## src/design/ffha_pkg.sv

```systemverilog
`default_nettype none
package ffha_pkg;

  localparam int MAX_ENTRIES_DEF = 32;
  localparam int OFFSET_BITS_DEF = 16;

  localparam int ADDR_W  = 32;
  localparam int REQ_W   = 17;
  localparam int STAT_W  = 2;

  localparam logic [STAT_W-1:0] ST_OK     = 2'd0;
  localparam logic [STAT_W-1:0] ST_OOM    = 2'd1;
  localparam logic [STAT_W-1:0] ST_BADPTR = 2'd2;
  localparam logic [STAT_W-1:0] ST_FULL   = 2'd3;

  localparam logic REG_HEAP_BASE = 1'b0;
  localparam logic REG_HEAP_SIZE = 1'b1;

  localparam logic MODE_ALLOC = 1'b0;
  localparam logic MODE_FREE  = 1'b1;

  localparam logic [REQ_W-1:0] HEAP_SIZE_RST = 17'd65536;

  // compare done on each scanned entry
  typedef enum logic [1:0] {
    SK_FIT,    // size >= request
    SK_MATCH,  // base + start == address
    SK_AFTER   // start > key start
  } scan_kind_t;

endpackage
`default_nettype wire

```

## src/design/first_fit_heap_allocator_unit.sv

```systemverilog
`default_nettype none
// Each item scans its chunk table entry by entry and shifts entries to insert or remove;
//   zero-size allocs and null frees skip the tables and return their result directly.
// Throughput: one item at a time; in_stall stays high until the sequencer is idle again.
// Reset: sync active-low; tables reinit to one free chunk covering the heap,
//   same after any heap_size write.
module first_fit_heap_allocator_unit
  import ffha_pkg::*;
#(
  parameter int MAX_ENTRIES = MAX_ENTRIES_DEF,
  parameter int OFFSET_BITS = OFFSET_BITS_DEF
) (
  input  logic              clk,
  input  logic              rst_n,
  // request items
  input  logic              in_valid,
  output logic              in_stall,
  input  logic              in_mode,
  input  logic [REQ_W-1:0]  in_request_bytes,
  input  logic [ADDR_W-1:0] in_block_address,
  // result items
  output logic              out_valid,
  input  logic              out_stall,
  output logic [STAT_W-1:0] out_status,
  output logic [ADDR_W-1:0] out_result_address,
  // register writes
  input  logic              cfg_valid,
  output logic              cfg_ready,
  input  logic              cfg_index,
  input  logic [ADDR_W-1:0] cfg_data
);

  localparam int OB = OFFSET_BITS;
  localparam int SW = OB + 1;                     // chunk size width, holds 2^OB
  localparam int EW = (SW > REQ_W) ? SW : REQ_W;  // compare width for sizes vs request
  localparam int IW = $clog2(MAX_ENTRIES);
  localparam int CW = $clog2(MAX_ENTRIES + 1);
  localparam int TW = OB + SW;                    // table word {start, size}
  localparam logic [CW-1:0] MAX_CNT = CW'(MAX_ENTRIES);

  // sequencer states
  typedef enum logic [10:0] {
    S_IDLE     = 11'b00000000001,
    S_INIT     = 11'b00000000010,
    S_SCAN_RD  = 11'b00000000100,
    S_SCAN_CHK = 11'b00000001000,
    S_SHUP_RD  = 11'b00000010000,
    S_SHUP_WR  = 11'b00000100000,
    S_SHDN_RD  = 11'b00001000000,
    S_SHDN_WR  = 11'b00010000000,
    S_WRITE    = 11'b00100000000,
    S_NEXT     = 11'b01000000000,
    S_DONE     = 11'b10000000000
  } state_t;

  // step of the current item; S_NEXT dispatches on this
  typedef enum logic [8:0] {
    P_FIT    = 9'b000000001,  // alloc: first free chunk that fits
    P_FUPD   = 9'b000000010,  // alloc: tail rewritten or chunk removed
    P_UPOS   = 9'b000000100,  // alloc: insert slot in used table
    P_UINS   = 9'b000001000,  // alloc: used entry inserted
    P_MATCH  = 9'b000010000,  // free: exact start lookup
    P_UREM   = 9'b000100000,  // free: used entry removed
    P_FPOS   = 9'b001000000,  // free: insert slot and neighbors in free table
    P_FMERGE = 9'b010000000,  // free: merged both sides, right entry to drop
    P_FEND   = 9'b100000000
  } phase_t;

  typedef enum logic { T_FREE = 1'b0, T_USED = 1'b1 } tsel_t;

  state_t            state_r, state_nxt;
  phase_t            op_r, op_nxt;
  tsel_t             tsel_r, tsel_nxt;
  logic [CW-1:0]     idx_r, idx_nxt;
  logic [CW-1:0]     lim_r, lim_nxt;
  logic [CW-1:0]     pos_r, pos_nxt;
  logic [CW-1:0]     fc_r, fc_nxt;
  logic [CW-1:0]     uc_r, uc_nxt;
  logic              hit_r, hit_nxt;
  logic              lval_r, lval_nxt;
  logic [OB-1:0]     cs_r, cs_nxt;      // entry captured on hit
  logic [SW-1:0]     cz_r, cz_nxt;
  logic [OB-1:0]     ls_r, ls_nxt;      // last entry passed (left neighbor)
  logic [SW-1:0]     lz_r, lz_nxt;
  logic [OB-1:0]     s_r, s_nxt;        // chunk being moved
  logic [SW-1:0]     z_r, z_nxt;
  logic [OB-1:0]     ws_r, ws_nxt;      // entry for S_WRITE
  logic [SW-1:0]     wz_r, wz_nxt;
  logic [REQ_W-1:0]  bytes_r, bytes_nxt;
  logic [ADDR_W-1:0] addr_r, addr_nxt;
  logic [STAT_W-1:0] stat_r, stat_nxt;
  logic [ADDR_W-1:0] res_r, res_nxt;
  logic [ADDR_W-1:0] base_r, base_nxt;
  logic [REQ_W-1:0]  hsize_r, hsize_nxt;
  logic              ov_r, ov_nxt;
  logic [STAT_W-1:0] ostat_r, ostat_nxt;
  logic [ADDR_W-1:0] oaddr_r, oaddr_nxt;

  // table ports
  logic          f_we, u_we;
  logic [TW-1:0] f_rdata, u_rdata, m_wdata;
  logic [CW-1:0] m_waddr, m_raddr;
  logic          m_we, m_init;
  logic [TW-1:0] rd;
  logic [OB-1:0] rd_s;
  logic [SW-1:0] rd_z;

  // compare unit
  scan_kind_t kind;
  logic       alu_hit;

  // misc arithmetic
  logic [EW-1:0] eff_e, cap_e, hs_e, tail_e, nstart_e;
  logic [SW-1:0] eff_z;
  logic [SW:0]   l_end, m_end, sum_lz, sum_lzr, sum_zr;
  logic          merge_l, merge_r;
  logic          in_acc, cfg_acc, out_free;

  assign in_acc   = in_valid && !in_stall;
  assign cfg_acc  = cfg_valid && cfg_ready;
  assign in_stall = (state_r != S_IDLE) || cfg_valid;
  assign cfg_ready = (state_r == S_IDLE);
  assign out_free = !ov_r || !out_stall;

  assign out_valid          = ov_r;
  assign out_status         = ostat_r;
  assign out_result_address = oaddr_r;

  // effective heap size: heap_size clamped to 2^OB
  assign hs_e  = EW'(hsize_r);
  assign cap_e = EW'(1) << OB;
  assign eff_e = (hs_e > cap_e) ? cap_e : hs_e;
  assign eff_z = eff_e[SW-1:0];

  assign rd   = (tsel_r == T_USED) ? u_rdata : f_rdata;
  assign rd_s = rd[TW-1:SW];
  assign rd_z = rd[SW-1:0];

  assign tail_e   = EW'(cz_r) - EW'(bytes_r);
  assign nstart_e = EW'(cs_r) + EW'(bytes_r);

  // neighbor touch checks for a freed chunk
  assign l_end   = (SW+1)'(ls_r) + (SW+1)'(lz_r);
  assign m_end   = (SW+1)'(s_r) + (SW+1)'(z_r);
  assign merge_l = lval_r && (l_end == (SW+1)'(s_r));
  assign merge_r = hit_r && (m_end == (SW+1)'(cs_r));
  assign sum_lz  = (SW+1)'(lz_r) + (SW+1)'(z_r);
  assign sum_lzr = sum_lz + (SW+1)'(cz_r);
  assign sum_zr  = (SW+1)'(z_r) + (SW+1)'(cz_r);

  always_comb begin
    unique case (op_r)
      P_FIT:   kind = SK_FIT;
      P_MATCH: kind = SK_MATCH;
      default: kind = SK_AFTER;
    endcase
  end

  ffha_alu #(.OB(OB), .SW(SW), .EW(EW)) u_alu (
    .kind      (kind),
    .rd_start  (rd_s),
    .rd_size   (rd_z),
    .key_start (s_r),
    .req_bytes (bytes_r),
    .heap_base (base_r),
    .blk_addr  (addr_r),
    .hit       (alu_hit)
  );

  // table access per state
  always_comb begin
    m_we    = 1'b0;
    m_init  = 1'b0;
    m_waddr = idx_r;
    m_wdata = rd;
    m_raddr = idx_r;
    unique case (state_r)
      S_INIT: begin
        m_init  = 1'b1;
        m_waddr = '0;
        m_wdata = {{OB{1'b0}}, eff_z};
      end
      S_SHDN_RD: m_raddr = idx_r + CW'(1);
      S_SHUP_RD: m_raddr = idx_r - CW'(1);
      S_SHDN_WR, S_SHUP_WR: m_we = 1'b1;
      S_WRITE: begin
        m_we    = 1'b1;
        m_waddr = pos_r;
        m_wdata = {ws_r, wz_r};
      end
      default: m_we = 1'b0;
    endcase
  end

  assign f_we = m_init || (m_we && tsel_r == T_FREE);
  assign u_we = m_we && tsel_r == T_USED;

  ffha_tbl #(.DEPTH(MAX_ENTRIES), .W(TW)) u_free_tbl (
    .clk   (clk),
    .we    (f_we),
    .waddr (m_waddr[IW-1:0]),
    .wdata (m_wdata),
    .raddr (m_raddr[IW-1:0]),
    .rdata (f_rdata)
  );

  ffha_tbl #(.DEPTH(MAX_ENTRIES), .W(TW)) u_used_tbl (
    .clk   (clk),
    .we    (u_we),
    .waddr (m_waddr[IW-1:0]),
    .wdata (m_wdata),
    .raddr (m_raddr[IW-1:0]),
    .rdata (u_rdata)
  );

  always_comb begin
    state_nxt = state_r;
    op_nxt    = op_r;
    tsel_nxt  = tsel_r;
    idx_nxt   = idx_r;
    lim_nxt   = lim_r;
    pos_nxt   = pos_r;
    fc_nxt    = fc_r;
    uc_nxt    = uc_r;
    hit_nxt   = hit_r;
    lval_nxt  = lval_r;
    cs_nxt    = cs_r;
    cz_nxt    = cz_r;
    ls_nxt    = ls_r;
    lz_nxt    = lz_r;
    s_nxt     = s_r;
    z_nxt     = z_r;
    ws_nxt    = ws_r;
    wz_nxt    = wz_r;
    bytes_nxt = bytes_r;
    addr_nxt  = addr_r;
    stat_nxt  = stat_r;
    res_nxt   = res_r;
    base_nxt  = base_r;
    hsize_nxt = hsize_r;
    ov_nxt    = ov_r && out_stall;
    ostat_nxt = ostat_r;
    oaddr_nxt = oaddr_r;

    unique case (state_r)
      S_IDLE: begin
        if (cfg_acc) begin
          if (cfg_index == REG_HEAP_BASE) begin
            base_nxt = cfg_data;
          end else begin
            hsize_nxt = cfg_data[REQ_W-1:0];
            state_nxt = S_INIT;
          end
        end else if (in_acc) begin
          bytes_nxt = in_request_bytes;
          addr_nxt  = in_block_address;
          stat_nxt  = ST_OK;
          res_nxt   = '0;
          idx_nxt   = '0;
          hit_nxt   = 1'b0;
          lval_nxt  = 1'b0;
          if (in_mode == MODE_ALLOC) begin
            op_nxt    = P_FIT;
            tsel_nxt  = T_FREE;
            lim_nxt   = fc_r;
            state_nxt = (in_request_bytes == '0) ? S_DONE : S_SCAN_RD;
          end else begin
            op_nxt    = P_MATCH;
            tsel_nxt  = T_USED;
            lim_nxt   = uc_r;
            state_nxt = (in_block_address == '0) ? S_DONE : S_SCAN_RD;
          end
        end
      end
      S_INIT: begin
        fc_nxt    = (eff_z != '0) ? CW'(1) : '0;
        uc_nxt    = '0;
        state_nxt = S_IDLE;
      end
      S_SCAN_RD: begin
        state_nxt = (idx_r == lim_r) ? S_NEXT : S_SCAN_CHK;
      end
      S_SCAN_CHK: begin
        if (alu_hit) begin
          hit_nxt   = 1'b1;
          cs_nxt    = rd_s;
          cz_nxt    = rd_z;
          state_nxt = S_NEXT;
        end else begin
          lval_nxt  = 1'b1;
          ls_nxt    = rd_s;
          lz_nxt    = rd_z;
          idx_nxt   = idx_r + CW'(1);
          state_nxt = S_SCAN_RD;
        end
      end
      S_SHDN_RD: begin
        state_nxt = ((idx_r + CW'(1)) >= lim_r) ? S_NEXT : S_SHDN_WR;
      end
      S_SHDN_WR: begin
        idx_nxt   = idx_r + CW'(1);
        state_nxt = S_SHDN_RD;
      end
      S_SHUP_RD: begin
        state_nxt = (idx_r == pos_r) ? S_WRITE : S_SHUP_WR;
      end
      S_SHUP_WR: begin
        idx_nxt   = idx_r - CW'(1);
        state_nxt = S_SHUP_RD;
      end
      S_WRITE: begin
        state_nxt = S_NEXT;
      end
      S_NEXT: begin
        unique case (op_r)
          P_FIT: begin
            if (!hit_r) begin
              stat_nxt  = ST_OOM;
              state_nxt = S_DONE;
            end else if (uc_r == MAX_CNT) begin
              stat_nxt  = ST_FULL;
              state_nxt = S_DONE;
            end else begin
              s_nxt   = cs_r;
              res_nxt = base_r + ADDR_W'(cs_r);
              pos_nxt = idx_r;
              op_nxt  = P_FUPD;
              if (tail_e != '0) begin
                // tail keeps the same slot
                ws_nxt    = nstart_e[OB-1:0];
                wz_nxt    = tail_e[SW-1:0];
                state_nxt = S_WRITE;
              end else begin
                lim_nxt   = fc_r;
                fc_nxt    = fc_r - CW'(1);
                state_nxt = S_SHDN_RD;
              end
            end
          end
          P_FUPD: begin
            tsel_nxt  = T_USED;
            op_nxt    = P_UPOS;
            idx_nxt   = '0;
            lim_nxt   = uc_r;
            hit_nxt   = 1'b0;
            lval_nxt  = 1'b0;
            state_nxt = S_SCAN_RD;
          end
          P_UPOS: begin
            pos_nxt   = idx_r;
            idx_nxt   = uc_r;
            ws_nxt    = s_r;
            wz_nxt    = SW'(bytes_r);
            uc_nxt    = uc_r + CW'(1);
            op_nxt    = P_UINS;
            state_nxt = S_SHUP_RD;
          end
          P_MATCH: begin
            if (!hit_r) begin
              stat_nxt  = ST_BADPTR;
              state_nxt = S_DONE;
            end else if (fc_r == MAX_CNT) begin
              stat_nxt  = ST_FULL;
              state_nxt = S_DONE;
            end else begin
              s_nxt     = cs_r;
              z_nxt     = cz_r;
              lim_nxt   = uc_r;
              uc_nxt    = uc_r - CW'(1);
              op_nxt    = P_UREM;
              state_nxt = S_SHDN_RD;
            end
          end
          P_UREM: begin
            tsel_nxt  = T_FREE;
            op_nxt    = P_FPOS;
            idx_nxt   = '0;
            lim_nxt   = fc_r;
            hit_nxt   = 1'b0;
            lval_nxt  = 1'b0;
            state_nxt = S_SCAN_RD;
          end
          P_FPOS: begin
            // free table is kept coalesced, so only the two neighbors can touch
            priority if (merge_l && merge_r) begin
              ws_nxt    = ls_r;
              wz_nxt    = sum_lzr[SW-1:0];
              pos_nxt   = idx_r - CW'(1);
              op_nxt    = P_FMERGE;
              state_nxt = S_WRITE;
            end else if (merge_l) begin
              ws_nxt    = ls_r;
              wz_nxt    = sum_lz[SW-1:0];
              pos_nxt   = idx_r - CW'(1);
              op_nxt    = P_FEND;
              state_nxt = S_WRITE;
            end else if (merge_r) begin
              ws_nxt    = s_r;
              wz_nxt    = sum_zr[SW-1:0];
              pos_nxt   = idx_r;
              op_nxt    = P_FEND;
              state_nxt = S_WRITE;
            end else begin
              ws_nxt    = s_r;
              wz_nxt    = z_r;
              pos_nxt   = idx_r;
              idx_nxt   = fc_r;
              fc_nxt    = fc_r + CW'(1);
              op_nxt    = P_FEND;
              state_nxt = S_SHUP_RD;
            end
          end
          P_FMERGE: begin
            // drop the absorbed right neighbor
            idx_nxt   = pos_r + CW'(1);
            lim_nxt   = fc_r;
            fc_nxt    = fc_r - CW'(1);
            op_nxt    = P_FEND;
            state_nxt = S_SHDN_RD;
          end
          default: state_nxt = S_DONE;  // P_UINS, P_FEND
        endcase
      end
      S_DONE: begin
        if (out_free) begin
          ov_nxt    = 1'b1;
          ostat_nxt = stat_r;
          oaddr_nxt = (stat_r == ST_OK) ? res_r : '0;
          state_nxt = S_IDLE;
        end
      end
      default: state_nxt = S_IDLE;
    endcase
  end

  always_ff @(posedge clk) begin
    if (!rst_n) begin
      state_r <= S_INIT;
      op_r    <= P_FEND;
      tsel_r  <= T_FREE;
      idx_r   <= '0;
      lim_r   <= '0;
      pos_r   <= '0;
      fc_r    <= '0;
      uc_r    <= '0;
      hit_r   <= 1'b0;
      lval_r  <= 1'b0;
      base_r  <= '0;
      hsize_r <= HEAP_SIZE_RST;
      ov_r    <= 1'b0;
    end else begin
      state_r <= state_nxt;
      op_r    <= op_nxt;
      tsel_r  <= tsel_nxt;
      idx_r   <= idx_nxt;
      lim_r   <= lim_nxt;
      pos_r   <= pos_nxt;
      fc_r    <= fc_nxt;
      uc_r    <= uc_nxt;
      hit_r   <= hit_nxt;
      lval_r  <= lval_nxt;
      base_r  <= base_nxt;
      hsize_r <= hsize_nxt;
      ov_r    <= ov_nxt;
    end
  end

  always_ff @(posedge clk) begin
    cs_r    <= cs_nxt;
    cz_r    <= cz_nxt;
    ls_r    <= ls_nxt;
    lz_r    <= lz_nxt;
    s_r     <= s_nxt;
    z_r     <= z_nxt;
    ws_r    <= ws_nxt;
    wz_r    <= wz_nxt;
    bytes_r <= bytes_nxt;
    addr_r  <= addr_nxt;
    stat_r  <= stat_nxt;
    res_r   <= res_nxt;
    ostat_r <= ostat_nxt;
    oaddr_r <= oaddr_nxt;
  end

`ifndef SYNTHESIS
  a_fc_bound: assert property (@(posedge clk) disable iff (!rst_n) fc_r <= MAX_CNT)
    else $error("free count over capacity");
  a_uc_bound: assert property (@(posedge clk) disable iff (!rst_n) uc_r <= MAX_CNT)
    else $error("used count over capacity");
  a_busy: assert property (@(posedge clk) disable iff (!rst_n)
    in_acc |=> state_r != S_IDLE)
    else $error("item accepted but sequencer stayed idle");
  a_wr_range: assert property (@(posedge clk) disable iff (!rst_n)
    m_we |-> m_waddr < MAX_CNT)
    else $error("table write beyond depth");
`endif

endmodule
`default_nettype wire

```

## src/design/ffha_tbl.sv

```systemverilog
`default_nettype none
module ffha_tbl #(
  parameter int DEPTH = 32,
  parameter int W     = 33
) (
  input  logic                     clk,
  input  logic                     we,
  input  logic [$clog2(DEPTH)-1:0] waddr,
  input  logic [W-1:0]             wdata,
  input  logic [$clog2(DEPTH)-1:0] raddr,
  output logic [W-1:0]             rdata
);

  logic [W-1:0] mem [DEPTH];

  always_ff @(posedge clk) begin
    if (we) begin
      mem[waddr] <= wdata;
    end
    rdata <= mem[raddr];
  end

endmodule
`default_nettype wire

```

## src/design/ffha_alu.sv

```systemverilog
`default_nettype none
module ffha_alu
  import ffha_pkg::*;
#(
  parameter int OB = 16,
  parameter int SW = 17,
  parameter int EW = 17
) (
  input  scan_kind_t         kind,
  input  logic [OB-1:0]      rd_start,
  input  logic [SW-1:0]      rd_size,
  input  logic [OB-1:0]      key_start,
  input  logic [REQ_W-1:0]   req_bytes,
  input  logic [ADDR_W-1:0]  heap_base,
  input  logic [ADDR_W-1:0]  blk_addr,
  output logic               hit
);

  logic [ADDR_W-1:0] abs_addr;

  assign abs_addr = heap_base + ADDR_W'(rd_start);

  always_comb begin
    unique case (kind)
      SK_FIT:   hit = EW'(rd_size) >= EW'(req_bytes);
      SK_MATCH: hit = abs_addr == blk_addr;
      SK_AFTER: hit = rd_start > key_start;
      default:  hit = 1'b0;
    endcase
  end

endmodule
`default_nettype wire

```

## config.mk

```make
export PLATFORM = sky130hd
export DESIGN_NAME = first_fit_heap_allocator_unit
export DESIGN_NICKNAME = d
export VERILOG_FILES = /design/src/design/ffha_pkg.sv /design/src/design/first_fit_heap_allocator_unit.sv /design/src/design/ffha_tbl.sv /design/src/design/ffha_alu.sv
export SDC_FILE = /design/constraint.sdc
export NUM_CORES = 2
export LEC_CHECK = 0
export ABC_AREA = 1
export BUFFER_PORTS_ARGS = -buffer_cell sky130_fd_sc_hd__buf_2
export CAP_MARGIN = 5
export CORE_UTILIZATION = 24
export DETAILED_ROUTE_END_ITERATION = 7
export SYNTH_ARGS = -nofsm -noshare
export SYNTH_HDL_FRONTEND = slang
export SYNTH_HIERARCHICAL = 1
export SYNTH_SLANG_ARGS = --single-unit
```

## constraint.sdc

```tcl
create_clock -name clk -period 7 [get_ports clk]
set_input_delay 0.7 -clock clk [delete_from_list [all_inputs] [get_ports clk]]
set_output_delay 0.7 -clock clk [all_outputs]
set_load 0.01 [all_outputs]
```

# After elaboration in Yosys (flattened, before gate mapping)
# Memory sizes are Yosys's and may differ from the RTL's. A register that Yosys moved wholly into a read port is not among the register bits.
# Cells that the tools add are included.
# Widths: inputs -> output; s select.
[classes] add_sub_neg=16 magnitude_cmp=4 eq_ne=61 muxes=126 bitwise_logic=5 n_reduce_logical=50
[ops] op="$mux 32" n=5
[ops] op="$mux 6" n=26
[ops] op="$mux 16" n=9
[ops] op="$mux 11" n=11
[ops] op="$mux 17" n=7
[ops] op="$pmux 11 s10" n=1
[ops] op="$mux 9" n=12
[ops] op="$pmux 11 s6" n=1
[ops] op="$pmux 33 s2" n=1
[ops] op="$add 32x16->32" n=2
[ops] op="$pmux 32 s2" n=1
[ops] op="$pmux 9 s7" n=1
[ops] op="$add 17x17->17" n=3
[ops] op="$pmux 17 s3" n=1
[ops] op="$pmux 16 s3" n=1
[ops] op="$pmux 6 s2" n=4
[ops] op="$pmux 6 s4" n=2
[ops] op="$add 16x17->18" n=2
[ops] op="$eq 18x16->1" n=2
[ops] op="$pmux 6 s3" n=2
[ops] op="$reduce_bool 17->1" n=2
[ops] op="$mux 33" n=1
[ops] op="$eq 32x32->1" n=1
[ops] op="$logic_not 32->1" n=1
[ops] op="other kinds (69)" n=163
[totals] regBits=352 mem_bits_rw=2112 inputBits=88 out_inout_bits=37 wordCells=291 memories=2
[mem_list] name="u_free_tbl.mem" depth=32 width=33 rd=1 rd_clocked_by_memory_dff=1 write_ports=1 line="ffha_tbl.sv:14" rtl="logic [W-1:0] mem [DEPTH];"
[mem_list] name="u_used_tbl.mem" depth=32 width=33 rd=1 rd_clocked_by_memory_dff=1 write_ports=1 line="ffha_tbl.sv:14"

# Longest topological paths before layout
[logic_depth] ltp_word=8 ltp_mapped=29 ltp_nobuf=27

# Cells and area by module
# The synthesis kept the hierarchy.
[modules_own_cells] mod="ffha_tbl (u_free_tbl)" n_inst=1 cells_per_inst=3645 area_per_inst_um2=43693.2 seq_area_each_um2=32371.0
[modules_own_cells] mod="ffha_tbl (u_used_tbl)" n_inst=1 cells_per_inst=3645 area_per_inst_um2=43680.6 seq_area_each_um2=32371.0
[modules_own_cells] mod="first_fit_heap_allocator_unit" n_inst=1 cells_per_inst=3128 area_per_inst_um2=24044.3 seq_area_each_um2=9539.1
[modules_own_cells] mod="ffha_alu" n_inst=1 cells_per_inst=612 area_per_inst_um2=3159.3 seq_area_each_um2=0.0

# Worst setup path before layout
# No wires, ideal clock.
[synth_path] path_type="reg-to-reg" from="reg tsel_r" to="reg idx_r[3]" setup_time_ns=0.116 arrival_time_ns=4.650 required_ns=6.884 slack_ns=2.234 path_stages_with_launch=26 path_buffers=2 period_less_slack_ns=4.766 path_cell_list="dfxtp_1 -> clkbuf_1 -> clkinv_1 -> clkbuf_1 -> nand2_1 -> nand2_1 -> ha_1 -> nand2_1 -> inv_1 -> a21oi_1 -> inv_1 -> nand2_1 -> nand2_1 -> nand2_1 -> nand3_1 -> xor2_1 -> nor2_1 -> nand3_1 -> o21bai_1 -> inv_1 -> nor2_1 -> a2111oi_2 -> nand2_2 -> inv_2 -> nor2_1 -> nor2_1"
[synth_between] elab_chain_cells=6 elab_cells_between_ends=8 cone_classes="1 x add/sub; 2 x order compare; 2 x eq/ne; 2 x mux; 1 x reduce/logical"
[synth_lines] item="from (decl)" line="first_fit_heap_allocator_unit.sv:73" rtl="tsel_t tsel_r, tsel_nxt;"
[synth_lines] item="from (signal assigned)" line="first_fit_heap_allocator_unit.sv:454" rtl="tsel_r <= tsel_nxt;"
[synth_lines] item="$mux 33 *" line="first_fit_heap_allocator_unit.sv:135" rtl="assign rd = (tsel_r == T_USED) ? u_rdata : f_rdata;"
[synth_lines] item="via rd[26]" line="first_fit_heap_allocator_unit.sv:104" rtl="logic [TW-1:0] rd;"
[synth_lines] item="$add 32x16->32" line="ffha_alu.sv:21" rtl="assign abs_addr = heap_base + ADDR_W'(rd_start);"
[synth_lines] item="$eq 32x32->1" line="ffha_alu.sv:26" rtl="SK_MATCH: hit = abs_addr == blk_addr;"
[synth_lines] item="$pmux 1 s3 *" line="ffha_alu.sv:24" rtl="unique case (kind)"
[synth_lines] item="via alu_hit" line="first_fit_heap_allocator_unit.sv:110" rtl="logic alu_hit;"
[synth_lines] item="$ne 2x2->1 (no line) *"
[synth_lines] item="$reduce_and 8->1 (no line) *"
[synth_lines] item="to (signal assigned)" line="first_fit_heap_allocator_unit.sv:455" rtl="idx_r <= idx_nxt;"
[synth_lines] item="to (decl)" line="first_fit_heap_allocator_unit.sv:74" rtl="logic [CW-1:0] idx_r, idx_nxt;"
# Mark *: on every way through the listed nets, which the timed path passes. The rest lies on a longest branch.
# A chain may end at the register's enable or synchronous reset.

# Worst setup path after layout
[layout_path] from="reg tsel_r" to="reg lval_r"
[layout_between] elab_chain_cells=6 elab_cells_between_ends=8 cone_classes="1 x add/sub; 2 x order compare; 2 x eq/ne; 2 x mux; 1 x reduce/logical"
[layout_lines] item="$mux 33 *" line="first_fit_heap_allocator_unit.sv:135"
[layout_lines] item="via rd[17]" line="first_fit_heap_allocator_unit.sv:104"
[layout_lines] item="$add 32x16->32" line="ffha_alu.sv:21"
[layout_lines] item="$eq 32x32->1" line="ffha_alu.sv:26"
[layout_lines] item="$pmux 1 s3 *" line="ffha_alu.sv:24"
[layout_lines] item="via alu_hit" line="first_fit_heap_allocator_unit.sv:110"
[layout_lines] item="$ne 2x2->1 (no line) *"
[layout_lines] item="$reduce_and 5->1 (no line) *"
[layout_lines] item="to (signal assigned)" line="first_fit_heap_allocator_unit.sv:461" rtl="lval_r <= lval_nxt;"
[layout_lines] item="to (decl)" line="first_fit_heap_allocator_unit.sv:80" rtl="logic lval_r, lval_nxt;"
# Marks and branches as above.

==> flow_metrics.env <==
export IMPL_status="complete, no violations"
export IMPL_ys_async_sr_fraction_pct=0
export IMPL_grt_pass1_vias=75800
export IMPL_grt_pass1_wl_um=514000
export IMPL_r2r_slack_ns=1.37
export IMPL_p_per_area_nw_per_um2=266
export IMPL_ir_drop_uv=226
export IMPL_drcViolationCount=0
export IMPL_layout_min_cycle_time_ns=5.63
export IMPL_hold_viol=0
export IMPL_antenna_left=0
export IMPL_final_setup_viol_count=0
export IMPL_cp_max_fo=34
export IMPL_cts_sinks=2530
export IMPL_utilization_pct=27.3
export IMPL_ioPinCount=125
export IMPL_avgSynthCellArea_um2=10.4
export IMPL_worst_pin_slew_ns=1.34
export IMPL_die_y_um=693
export IMPL_die_area_um2=480000
export IMPL_overflow=0
export IMPL_wl_per_cell_um=20.0
export IMPL_finalMaxSlewViolations=0
export IMPL_fp_dieW_um=693
export IMPL_r2r_start="tsel_r"
export IMPL_area_growth_syn_to_layout_pct=13.2
export IMPL_p_leak_nw=48.6
export IMPL_synth_cell_types=67
export IMPL_htree_levels=4
export IMPL_root_buffer="clkbuf_16"
export IMPL_grt_total_usage_pct=14.0
export IMPL_period_share_pct=80.5
export IMPL_synth_nets=11300
export IMPL_stdcell_count=17600
export IMPL_netlist_area_um2=115000
export IMPL_cts_made_buffers=230
export IMPL_synthFlopType="edfxtp_1"
export IMPL_synth_seq_area_share_pct=64.8
export IMPL_max_slew_margin_pct=10.7
export IMPL_rsz0062_at_grt="false"
export IMPL_startpoint_type="flip-flop"
export IMPL_core_area_um2=475000
export IMPL_grt_start_max_net_pins=206
export IMPL_synthCells=11000
export IMPL_cts_buffer_depth=4
export IMPL_cp_data_arrival_time_ns=6.30
export IMPL_antenna_found_initial=21
export IMPL_drt_initial_drc_count=10200
export IMPL_dp_cells=17200
export IMPL_clkSlewWorstSetupHoldPaths_ns=0.07
export IMPL_synth_edf_count=2361
export IMPL_routed_via_density=4.66
export IMPL_gp_congestion=0.948
export IMPL_synth_warnings=6
export IMPL_hold_path_startpoint="in_request_bytes[4]"
export IMPL_max_cap_violations=0
export IMPL_clk_latency_ns=0.92
export IMPL_critPathRequiredTime_ns=7.66
export IMPL_wirelength_um=353000
export IMPL_end_kind="flip-flop"
export IMPL_cts_tree="yes"
export IMPL_drive_gt1_share_pct=7.68
export IMPL_cts_setup_buffers=0
export IMPL_start_util_pct=24.1
export IMPL_final_setup_skew_ns=0.115
export IMPL_firstDrtPassIters=8
export IMPL_rows=253
export IMPL_finalSetupTns_ns=0
export IMPL_hpwl_um=217000
export IMPL_routed_via_count=82000
export IMPL_port_buffers=124
export IMPL_max_freq_ghz=0.177
export IMPL_ys_seq_elements=2530
export IMPL_nets=11300
export IMPL_path_class="reg2reg"
export IMPL_cp_startpoint="tsel_r"
export IMPL_hp_class="in2reg"
-- where the power goes --
group          switching [mW]  internal, mW
Combinational            2.98         0.777
Clock                    5.72          7.27
Sequential              0.274          17.4
-- critical path, cell delays in order (launching register included) --
cell	delay [ns]
dfxtp_1	0.35
clkinv_1	0.87
nand2_1	0.29
nand2_1	0.24
ha_1	0.34
fa_1	0.50
nand2_1	0.10
nand2_1	0.09
nand3_1	0.13
nand2_1	0.14
nand2_1	0.11
nand2_2	0.10
nand2_1	0.07
nand2_1	0.05
nor2_1	0.08
nand3_1	0.11
nor2_1	0.10
nand4_1	0.26
o21bai_1	0.42
inv_1	0.13
nor2_4	0.13
buf_4	0.45
inv_1	0.16
a21oi_1	0.18
nor3_1	0.06
-- kinds of logic (layout without fill, tap and decap cells) --
group / Yosys count / in the layout / share of synthesized area [%]
AND/OR/NAND/NOR: 6493 / 6493 / 24.0
other: 0 / 14 / 0
flip-flops: 2530 / 2530 / 64.8
buffers and inverters: 1099 / 1292 / 4.89
XOR/XNOR: 138 / 138 / 1.07
multiplexers: 3 / 3 / 0.0295
AO/OA/AOI/OAI: 558 / 558 / 2.81
adder cells (fa/ha/maj): 209 / 209 / 2.35
-- state kept, by name (all words and copies together) (netlist names), 32 cells and up --
signal              count
res_r                  32
u_used_tbl/mem       1056
base_r                 32
out_result_address     32
u_used_tbl/rdata       33
u_free_tbl/rdata       33
addr_r                 32
u_free_tbl/mem       1056
-- area by class of cell --
type	instances	area, um^2
antenna	14	35.0
clock buffer	299	6270
clock inverter	122	1330
fill	49400	345000
inverter	576	2220
multi-input combinational	7401	35400
sequential	2530	74300
tap	6375	7980
timing repair buffer	295	2130
-- cell usage after synthesis, drive strengths merged (4+ instances only) --
cell type | n | area [um^2]
nand2 | 3970 | 15000
edfxtp | 2361 | 70900
nand3 | 1908 | 9620
inv | 570 | 2150
buf | 451 | 3150
nor2 | 419 | 1630
a21oi | 258 | 1310
ha | 198 | 2480
dfxtp | 169 | 3380
o21ai | 162 | 815
xor2 | 93 | 830
clkbuf | 72 | 280
nand4 | 61 | 382
nor3 | 52 | 293
xnor2 | 45 | 394
nor4 | 31 | 236
nand3b | 30 | 225
o21a | 18 | 135
a22o | 16 | 140
o221ai | 16 | 140
o21bai | 15 | 113
or2 | 14 | 87.6
o211ai | 12 | 90.1
a211oi | 11 | 82.6
fa | 11 | 220
a21o | 8 | 60.1
a32oi | 8 | 70.1
a21boi | 7 | 52.6
a31oi | 7 | 43.8
clkinv | 6 | 22.5
and2 | 4 | 25.0
o22ai | 4 | 25.0
o31ai | 4 | 30.0
-- per-stage QoR --
stage / power (mW) / hold slack (ns) / worst slack, ns / area (um^2)
6_report: 34.4 / 0.0469 / 1.37 / 130000
3_5_place_dp: 21.7 / 0.466 / 1.60 / 122000
5_1_grt: 35.5 / 0.0201 / 1.03 / 130000
2_1_floorplan: 20.0 / 0.417 / 2.23 / 115000
4_1_cts: 34.5 / 0.00722 / 1.56 / 130000
3_3_place_gp: 21.7 / 0.469 / 1.63 / 122000
-- cells in the final DEF (no fill, tap or decap), types with 36 or more instances in the layout --
cell and instances:
nand2_1 3931, edfxtp_1 2361, nand3_1 1886, inv_1 547, nor2_1 340, a21oi_1 251, clkbuf_16 232, ha_1 198
dfxtp_1 169, o21ai_0 156, buf_4 153, buf_2 124, xor2_1 90, nor2_4 69, nand4_1 61, nor3_1 48
clkbuf_1 46, xnor2_1 45, clkinv_2 43, clkinv_1 36
-- per-layer routing --
metal  vias up  share of wire [%]  global-route usage (%)
met5         -              0.026                       0
met2      3602                 43                    21.2
li1      37900                  -                       -
met3       478                 10                    2.94
met1     40100                 44                    20.5
met4        12                2.2                    3.14
-- path summary, 6_finish.rpt --
kind | to | cells past startpoint
min reg2reg | hs_e[11] | 2
max | lval_r | 24
max reg2reg | lval_r | 24
min | bytes_r[4] | 1
-- timing repair --
item                                    4_1_cts  5_1_grt
endpoints found under the setup margin        0        0
hold buffers                                  1        0
resized for setup                             0        0
hold endpoints to repair                      1        0
Power figures use the tool's default switching activity.
